==> src/rtl/psdw_pkg.sv <==
package psdw_pkg;

    localparam int PAGE_BYTES = 4096;
    localparam int PAGE_BITS  = $clog2(PAGE_BYTES);
    // A chunk never exceeds one page, so it fits in one bit more than an offset.
    localparam int ROOM_W     = PAGE_BITS + 1;

    localparam int APB_ADDR_W = 5;
    localparam int REG_IDX_W  = 3;

    typedef enum logic [REG_IDX_W-1:0] {
        REG_LINES      = 3'd0,
        REG_BYTES      = 3'd1,
        REG_MEM_START  = 3'd2,
        REG_FB_START   = 3'd3,
        REG_MEM_STRIDE = 3'd4,
        REG_FB_STRIDE  = 3'd5
    } psdw_reg_t;

    typedef struct packed {
        logic [15:0] lines_in_transfer;
        logic [23:0] bytes_per_line;
        logic [31:0] memory_start_offset;
        logic [31:0] framebuffer_start;
        logic [23:0] memory_line_stride;
        logic [31:0] framebuffer_line_stride;
    } psdw_cfg_t;

    typedef struct packed {
        logic [19:0] page_index;
        logic [11:0] page_offset;
        logic [31:0] device_address;
        logic [12:0] chunk_bytes;
        logic [31:0] descriptor_number;
        logic        final_chunk;
        logic        chunk_valid;
    } psdw_desc_t;

endpackage

==> src/rtl/psdw_regs.sv <==
module psdw_regs
    import psdw_pkg::*;
(
    input  logic                  aclk,
    input  logic                  aresetn,
    input  logic                  psel,
    input  logic                  penable,
    input  logic                  pwrite,
    input  logic [APB_ADDR_W-1:0] paddr,
    input  logic [31:0]           pwdata,
    output logic [31:0]           prdata,
    output logic                  pready,
    output psdw_cfg_t             cfg
);

    psdw_cfg_t cfg_reg;
    psdw_cfg_t cfg_next;
    psdw_reg_t reg_sel;
    logic      wr_en;

    assign pready  = 1'b1;
    assign reg_sel = psdw_reg_t'(paddr[APB_ADDR_W-1:2]);
    assign wr_en   = psel && penable && pwrite && pready;
    assign cfg     = cfg_reg;

    always_comb begin
        cfg_next = cfg_reg;
        if (wr_en) begin
            unique case (reg_sel)
                REG_LINES:      cfg_next.lines_in_transfer       = pwdata[15:0];
                REG_BYTES:      cfg_next.bytes_per_line          = pwdata[23:0];
                REG_MEM_START:  cfg_next.memory_start_offset     = pwdata;
                REG_FB_START:   cfg_next.framebuffer_start       = pwdata;
                REG_MEM_STRIDE: cfg_next.memory_line_stride      = pwdata[23:0];
                REG_FB_STRIDE:  cfg_next.framebuffer_line_stride = pwdata;
                default:        cfg_next = cfg_reg;
            endcase
        end
    end

    always_comb begin
        unique case (reg_sel)
            REG_LINES:      prdata = 32'(cfg_reg.lines_in_transfer);
            REG_BYTES:      prdata = 32'(cfg_reg.bytes_per_line);
            REG_MEM_START:  prdata = cfg_reg.memory_start_offset;
            REG_FB_START:   prdata = cfg_reg.framebuffer_start;
            REG_MEM_STRIDE: prdata = 32'(cfg_reg.memory_line_stride);
            REG_FB_STRIDE:  prdata = cfg_reg.framebuffer_line_stride;
            default:        prdata = 32'd0;
        endcase
    end

    always_ff @(posedge aclk) begin
        if (!aresetn) begin
            cfg_reg <= '0;
        end else begin
            cfg_reg <= cfg_next;
        end
    end

endmodule

==> src/rtl/psdw_core.sv <==
module psdw_core
    import psdw_pkg::*;
(
    input  logic       aclk,
    input  logic       aresetn,
    input  logic       step,
    input  logic       restart,
    input  psdw_cfg_t  cfg,
    output psdw_desc_t desc
);

    logic        walk_active_reg, walk_active_next;
    logic [15:0] lines_done_reg, lines_done_next;
    logic [23:0] line_left_reg, line_left_next;
    logic [31:0] mem_cursor_reg, mem_cursor_next;
    logic [31:0] dev_cursor_reg, dev_cursor_next;
    logic [31:0] mem_base_reg, mem_base_next;
    logic [31:0] dev_base_reg, dev_base_next;
    logic [31:0] desc_count_reg, desc_count_next;

    // Effective state once a restart has reloaded the walk.
    logic              act_e;
    logic [15:0]       lines_e;
    logic [23:0]       left_e;
    logic [31:0]       mc_e, dc_e, mb_e, db_e, cnt_e;
    logic [ROOM_W-1:0] room;
    logic [ROOM_W-1:0] chunk;
    logic [23:0]       left_after;
    logic [15:0]       lines_inc;
    logic              line_end;
    logic              walk_end;

    always_comb begin
        if (restart) begin
            act_e   = (cfg.lines_in_transfer != 16'd0) && (cfg.bytes_per_line != 24'd0);
            lines_e = 16'd0;
            left_e  = cfg.bytes_per_line;
            mc_e    = cfg.memory_start_offset;
            dc_e    = cfg.framebuffer_start;
            mb_e    = cfg.memory_start_offset;
            db_e    = cfg.framebuffer_start;
            cnt_e   = 32'd0;
        end else begin
            act_e   = walk_active_reg;
            lines_e = lines_done_reg;
            left_e  = line_left_reg;
            mc_e    = mem_cursor_reg;
            dc_e    = dev_cursor_reg;
            mb_e    = mem_base_reg;
            db_e    = dev_base_reg;
            cnt_e   = desc_count_reg;
        end
    end

    always_comb begin
        room       = ROOM_W'(PAGE_BYTES) - ROOM_W'(mc_e[PAGE_BITS-1:0]);
        chunk      = (left_e < 24'(room)) ? left_e[ROOM_W-1:0] : room;
        left_after = left_e - 24'(chunk);
        lines_inc  = lines_e + 16'd1;
        line_end   = (left_after == 24'd0);
        walk_end   = line_end && ((lines_inc == 16'd0) ||
                                  (lines_inc >= cfg.lines_in_transfer) ||
                                  (cfg.bytes_per_line == 24'd0));
    end

    always_comb begin
        walk_active_next = act_e;
        lines_done_next  = lines_e;
        line_left_next   = left_e;
        mem_cursor_next  = mc_e;
        dev_cursor_next  = dc_e;
        mem_base_next    = mb_e;
        dev_base_next    = db_e;
        desc_count_next  = cnt_e;
        desc             = '0;
        if (act_e) begin
            desc.page_index        = 20'(mc_e >> PAGE_BITS);
            desc.page_offset       = 12'(mc_e[PAGE_BITS-1:0]);
            desc.device_address    = dc_e;
            desc.chunk_bytes       = 13'(chunk);
            desc.descriptor_number = cnt_e;
            desc.final_chunk       = walk_end;
            desc.chunk_valid       = 1'b1;

            desc_count_next = cnt_e + 32'd1;
            line_left_next  = left_after;
            mem_cursor_next = mc_e + 32'(chunk);
            dev_cursor_next = dc_e + 32'(chunk);
            if (line_end) begin
                lines_done_next = lines_inc;
                if (walk_end) begin
                    walk_active_next = 1'b0;
                end else begin
                    mem_base_next   = mb_e + 32'(cfg.memory_line_stride);
                    dev_base_next   = db_e + cfg.framebuffer_line_stride;
                    mem_cursor_next = mb_e + 32'(cfg.memory_line_stride);
                    dev_cursor_next = db_e + cfg.framebuffer_line_stride;
                    line_left_next  = cfg.bytes_per_line;
                end
            end
        end
    end

    always_ff @(posedge aclk) begin
        if (!aresetn) begin
            walk_active_reg <= 1'b0;
            lines_done_reg  <= '0;
            line_left_reg   <= '0;
            mem_cursor_reg  <= '0;
            dev_cursor_reg  <= '0;
            mem_base_reg    <= '0;
            dev_base_reg    <= '0;
            desc_count_reg  <= '0;
        end else if (step) begin
            walk_active_reg <= walk_active_next;
            lines_done_reg  <= lines_done_next;
            line_left_reg   <= line_left_next;
            mem_cursor_reg  <= mem_cursor_next;
            dev_cursor_reg  <= dev_cursor_next;
            mem_base_reg    <= mem_base_next;
            dev_base_reg    <= dev_base_next;
            desc_count_reg  <= desc_count_next;
        end
    end

endmodule

==> src/rtl/page_split_dma_descriptor_walker.sv <==
// A request waits in the request register until the result register is free or its
// descriptor is taken; then the walk steps and the descriptor reaches the m_ ports.
// Throughput: one descriptor per cycle while m_ready is high, set by the cursor update
// between the request register and the descriptor register.
// Reset: synchronous, active low; clears the configuration, the walk state and both
// valid flags, so no walk is active and no transaction is held.
module page_split_dma_descriptor_walker
    import psdw_pkg::*;
(
    input  logic                  aclk,
    input  logic                  aresetn,
    input  logic                  psel,
    input  logic                  penable,
    input  logic                  pwrite,
    input  logic [APB_ADDR_W-1:0] paddr,
    input  logic [31:0]           pwdata,
    output logic [31:0]           prdata,
    output logic                  pready,
    input  logic                  s_valid,
    output logic                  s_ready,
    input  logic                  s_restart,
    output logic                  m_valid,
    input  logic                  m_ready,
    output logic [19:0]           m_page_index,
    output logic [11:0]           m_page_offset,
    output logic [31:0]           m_device_address,
    output logic [12:0]           m_chunk_bytes,
    output logic [31:0]           m_descriptor_number,
    output logic                  m_final_chunk,
    output logic                  m_chunk_valid
);

    psdw_cfg_t  cfg;
    psdw_desc_t desc;
    psdw_desc_t out_reg;
    logic       in_valid_reg;
    logic       restart_reg;
    logic       out_valid_reg;
    logic       move;

    psdw_regs u_regs (
        .aclk    (aclk),
        .aresetn (aresetn),
        .psel    (psel),
        .penable (penable),
        .pwrite  (pwrite),
        .paddr   (paddr),
        .pwdata  (pwdata),
        .prdata  (prdata),
        .pready  (pready),
        .cfg     (cfg)
    );

    // The walk advances only when the held request moves into the result register.
    assign move    = in_valid_reg && (!out_valid_reg || m_ready);
    assign s_ready = !in_valid_reg || move;

    psdw_core u_core (
        .aclk    (aclk),
        .aresetn (aresetn),
        .step    (move),
        .restart (restart_reg),
        .cfg     (cfg),
        .desc    (desc)
    );

    always_ff @(posedge aclk) begin
        if (!aresetn) begin
            in_valid_reg  <= 1'b0;
            out_valid_reg <= 1'b0;
        end else begin
            if (s_valid && s_ready) begin
                in_valid_reg <= 1'b1;
            end else if (move) begin
                in_valid_reg <= 1'b0;
            end
            if (move) begin
                out_valid_reg <= 1'b1;
            end else if (m_ready) begin
                out_valid_reg <= 1'b0;
            end
        end
    end

    always_ff @(posedge aclk) begin
        if (s_valid && s_ready) begin
            restart_reg <= s_restart;
        end
        if (move) begin
            out_reg <= desc;
        end
    end

    assign m_valid             = out_valid_reg;
    assign m_page_index        = out_reg.page_index;
    assign m_page_offset       = out_reg.page_offset;
    assign m_device_address    = out_reg.device_address;
    assign m_chunk_bytes       = out_reg.chunk_bytes;
    assign m_descriptor_number = out_reg.descriptor_number;
    assign m_final_chunk       = out_reg.final_chunk;
    assign m_chunk_valid       = out_reg.chunk_valid;

    a_empty_is_zero: assert property (@(posedge aclk) disable iff (!aresetn)
        (m_valid && !m_chunk_valid) |-> (m_chunk_bytes == 13'd0 &&
            m_descriptor_number == 32'd0 && !m_final_chunk))
        else $error("descriptor marked not valid carries non-zero fields");

    a_chunk_in_page: assert property (@(posedge aclk) disable iff (!aresetn)
        (m_valid && m_chunk_valid) |-> (m_chunk_bytes != 13'd0 &&
            (32'(m_page_offset) + 32'(m_chunk_bytes)) <= 32'(PAGE_BYTES)))
        else $error("chunk is empty or crosses a page boundary");

    a_move_shows_result: assert property (@(posedge aclk) disable iff (!aresetn)
        move |=> m_valid)
        else $error("processed transaction did not reach the result register");

    a_no_overwrite: assert property (@(posedge aclk) disable iff (!aresetn)
        (m_valid && !m_ready) |=> ($stable(m_descriptor_number) || $past(move)))
        else $error("waiting descriptor was overwritten");

endmodule

==> config.mk <==
export PLATFORM = sky130hd
export DESIGN_NAME = page_split_dma_descriptor_walker
export DESIGN_NICKNAME = d
export VERILOG_FILES = /design/src/rtl/psdw_pkg.sv /design/src/rtl/psdw_regs.sv /design/src/rtl/psdw_core.sv /design/src/rtl/page_split_dma_descriptor_walker.sv
export SDC_FILE = /design/constraint.sdc
export NUM_CORES = 1
export LEC_CHECK = 0
export BUFFER_PORTS_ARGS = -buffer_cell sky130_fd_sc_hd__buf_2
export CORE_ASPECT_RATIO = 0.6
export CORE_MARGIN = 3
export CORE_UTILIZATION = 50
export CTS_BUF_LIST = sky130_fd_sc_hd__clkbuf_4
export DETAILED_ROUTE_END_ITERATION = 8
export PLACE_DENSITY_LB_ADDON = 0.15
export SLEW_MARGIN = 20
export SYNTH_ARGS = -nofsm -noshare
export SYNTH_HDL_FRONTEND = slang
export SYNTH_SLANG_ARGS = --single-unit
export TNS_END_PERCENT = 50
==> constraint.sdc <==
create_clock -name aclk -period 14.02 [get_ports aclk]
set_input_delay 0.701 -clock aclk [delete_from_list [all_inputs] [get_ports aclk]]
set_output_delay 0.701 -clock aclk [all_outputs]
set_load 0.02 [all_outputs]
==> run summary <==
The flow ran to the end, and the final reports show no timing, DRC or antenna violations. For this run, the slowest stage of the critical path takes 0.85 ns. Clock tree synthesis inserted a total of 117 buffers. For the largest net degree at the start of global routing, the log shows 107.

The run gives 3 as the clock tree buffer depth. Internal power comes to 2121 uW. The first global-routing pass estimated 161100 um of wire. The time the worst path needs with I/O delays and setup works out to 10.43 ns. The initial utilization of the core area, before any placement, comes to 51.28%. The logs give 109400 um for the detailed-route wire length and 14.89 ns for the critical path required time.

The final cell area excluding filler cells was 32490 um^2; the switching component of the power was 903.4 uW. Number of global-route vias before repair: 25.13k. The run gives 0 as the number of setup buffers added after CTS.

The worst hold path belongs to the class primary input to register. Core area: 56670 um^2. The total number of clock tree sinks is 475, and the boundary pin count is 191.

The library cell occupying the most area in the post-synthesis netlist was dfxtp_1. For the pin with the worst max-slew slack, the measured transition is 1.137 ns. The cell count after synthesis came out at 3614.

The critical path contains buffers and inverters numbering 4 combined. In this run the critical register-to-register path is launched from restart_reg$_DFFE_PP_. For the final net count, the log shows 3976. In this run the worst path has a maximum fanout of 106. The run gives 5 as the number of antenna violations at the first check in global routing. The number of cells on the worst reg-to-reg path is 28. In the routed design, unresolved DRC markers number 0. Broken down by cell family, the worst path's largest delay share belongs to compound AO/OA/AOI/OAI gates.

The final number of hold-violating endpoints was 0. The top flip-flop cell by instance count after synthesis was dfxtp_1. Worst hold path depth: 3. The logs give 0 for the number of max-slew violations in the final report and 8 for the length of the first detailed-routing pass in iterations. Setup repair after global routing left no endpoint under its margin.

On the critical path, the stage with the largest delay is an instance of or4_1. The worst setup path category is register to register. The leakage power figure is 0.01272 uW. The type of element capturing the critical path is a register. Relative to the synthesized area, the layout overhead comes to 11.81%. In this run the most critical hold path is launched from pwdata[3]. In this run the critical register-to-register path is captured at u_core.dev_base_reg[23]$_SDFFE_PN0P_. For the worst-skew pair, the clock arrives at the later sink with an insertion delay of 0.99 ns. Number of input and output port buffers inserted: 187. Once layout is complete, the utilization of the core stands at 57.34%. The tools report the relative slew slack as 24.02%.

After detailed placement, the total cell area comes to 30690 um^2. At the end of routability-driven placement, the weighted congestion stood at 1.011. In the routed layout, each cell is associated on average with a via count of 6.164.

The detailed router finished its first iteration with 4118 violations. The switching share of total power is 29.87%, and the global-route total usage across every layer is 35.06%. The per-instance average area after synthesis came out at 8.041 um^2. Summing over every cut layer, the via total after detailed routing is 28.68k. Yosys printed 0 warnings. Per report_power, the combinational group accounts for 13.0% of the total. The clock-pin slew reported for the worst setup and hold paths after clock tree synthesis is 0.07 ns. Number of hold buffers added after CTS: 31. The run gives 77890 um as the estimated wirelength of the detail-placed design.

The portion of synthesized cell area occupied by the leading cell type was 25.01%; the post-route setup TNS was 0 ns. In this run, the clock network consumes 39.4% of the power. The share of total power dissipated in sequential elements is 47.6%.

In the layout the commonest cells are nand2_1, dfxtp_1, a21oi_1. The post-synth net total was 3790; the worst voltage drop across the vdd grid was 57.07 uV. Summing the sequential cell areas from Yosys gives 36.58% of the chip area. Setup violations remaining at the end of the flow were counted as 0. The number of cells upsized or downsized after cts is 0. STA classifies the critical path startpoint as a register. By area the synthesized netlist is led by dfxtp_1, edfxtp_1, nand2_1. The layout has 5331 filler cells.

The count of flip-flops with a built-in enable after synthesis came out at 112. TritonCTS built the clock tree. The total overflow left after global routing is 0. The most common library cell in the layout ignoring fill and taps was nand2_1. After synthesis, the share of flip-flops with an asynchronous set or reset is 0%. The row count is 67.

On the final layout, the worst clock skew is 0.07771 ns. The count of state elements after synthesis is 475, and the total die area is 61150 um^2. Across all register-to-register paths, the minimum setup slack is 3.59 ns. The die is 192.7 um tall. In the final layout, the share of cells above drive strength 1 is 14.55%. The H-tree was split into 3 levels.

The worst endpoint data arrival time was 11.30 ns. After synthesis the cells add up to 29060 um^2. Die boundary width: 317.2 um.

After detailed routing, the average wire length per cell comes to 23.52 um. Max-cap violations in this run came to 0. The worst hold path terminates at u_regs.cfg[123]$_SDFFE_PN0P_. The register with the most flip-flops in the layout has 160 of them.

The total power per unit cell area came out at 93.08 nW/um^2. Top achievable clock speed: 0.09590 GHz. The root buffer cell chosen for the clock tree is clkbuf_4. The count of nets left with antenna violations once routing finished came out at 0. For the number of distinct library cells after synthesis, the log shows 92. The worst path uses 74.38% of the clock period.
==> worst max-delay path by stage <==
| stage | from | depth (start not counted) | end |
|---|---|---|---|
| after floorplan | restart_reg$_DFFE_PP_ | 36 | u_core.dev_base_reg[10]$_SDFFE_PN0P_ |
| after global placement | restart_reg$_DFFE_PP_ | 28 | u_core.dev_base_reg[23]$_SDFFE_PN0P_ |
| after detailed placement | restart_reg$_DFFE_PP_ | 28 | u_core.dev_cursor_reg[23]$_SDFFE_PN0P_ |
| after CTS | restart_reg$_DFFE_PP_ | 28 | u_core.dev_base_reg[23]$_SDFFE_PN0P_ |
| after global routing | restart_reg$_DFFE_PP_ | 28 | u_core.dev_base_reg[27]$_SDFFE_PN0P_ |
| final | restart_reg$_DFFE_PP_ | 28 | u_core.dev_base_reg[23]$_SDFFE_PN0P_ |
==> power by group through the flow <==
stage	logic, uW	registers, uW	clock network (uW)
6_report	393	1440	1190
5_1_grt	421	1440	1280
4_1_cts	382	1440	1200
3_5_place_dp	373	1470	0
3_3_place_gp	371	1470	0
2_1_floorplan	246	1480	0
==> stage by stage <==
step	setup slack (ns)	hold slack [ns]	power, uW	cells
after floorplan	5.859	0.4201	1727	3614
after global placement	4.044	0.4302	1839	4408
after detailed placement	4.100	0.4359	1841	4409
after CTS	4.041	0.002473	3024	4648
after global routing	3.432	0.03556	3140	4652
final	3.593	0.06073	3025	4653
==> cells in the mapped netlist (9+ instances only) <==
library cell	count
or4_1	10
a22o_1	27
nand2_1	636
nand3_1	88
xnor2_1	92
xor2_1	52
o21ai_0	255
nor3_1	76
ha_1	126
nand4_1	29
buf_2	33
buf_4	9
nor3b_1	14
edfxtp_1	112
or3_1	11
o21bai_1	15
a31oi_1	36
o21ai_1	26
and3_1	22
nor2b_1	27
o22ai_1	14
o31ai_1	11
a22oi_1	59
nor4_1	24
and2_1	64
clkbuf_1	159
a211oi_1	29
mux2_2	62
nor2_1	255
o211ai_1	24
o21a_1	21
or2_2	13
a21boi_0	14
o221ai_1	17
mux2i_1	121
a21o_1	30
a21oi_1	341
buf_1	11
nand2b_1	22
inv_1	130
dfxtp_1	363
==> cells by family after synthesis <==
| group | after synthesis | synth area share [%] |
|---|---|---|
| xor+xnor | 144 | 4.340 |
| fa+ha+maj | 131 | 5.769 |
| mux | 184 | 6.622 |
| compound gates | 1004 | 21.16 |
| other cells | 1 | 0.01290 |
| simple gates | 1331 | 20.82 |
| buf+inv | 344 | 4.701 |
| flops | 475 | 36.58 |
==> layer usage <==
metal | vias up | wire length [um] | track usage, % | share of wire, %
met5 | - | 162 | 1.948 | 0.15
met4 | 2 | 1655 | 7.244 | 1.5
met3 | 157 | 20210 | 19.76 | 18
met2 | 1839 | 38190 | 41.35 | 35
met1 | 13380 | 49200 | 52.88 | 45
li1 | 13310 | - | - | -
==> cell type report <==
type	instances	area [um^2]	area share, %
multi-input cells	2795	17180	52.87
clock inverters	33	161.4	0.4967
clock buffers	175	1314	4.043
repair buffers	279	1737	5.345
flip-flops and latches	475	10630	32.71
diodes	5	12.51	0.03851
well taps	759	949.7	2.923
inverters	132	509.2	1.567
==> tightest hold or removal path, cell delays in order <==
cell and delay (ns):
buf_2 0.16, nand2_1 0.07, a21oi_1 0.06
(Power assumes the default switching activity.)
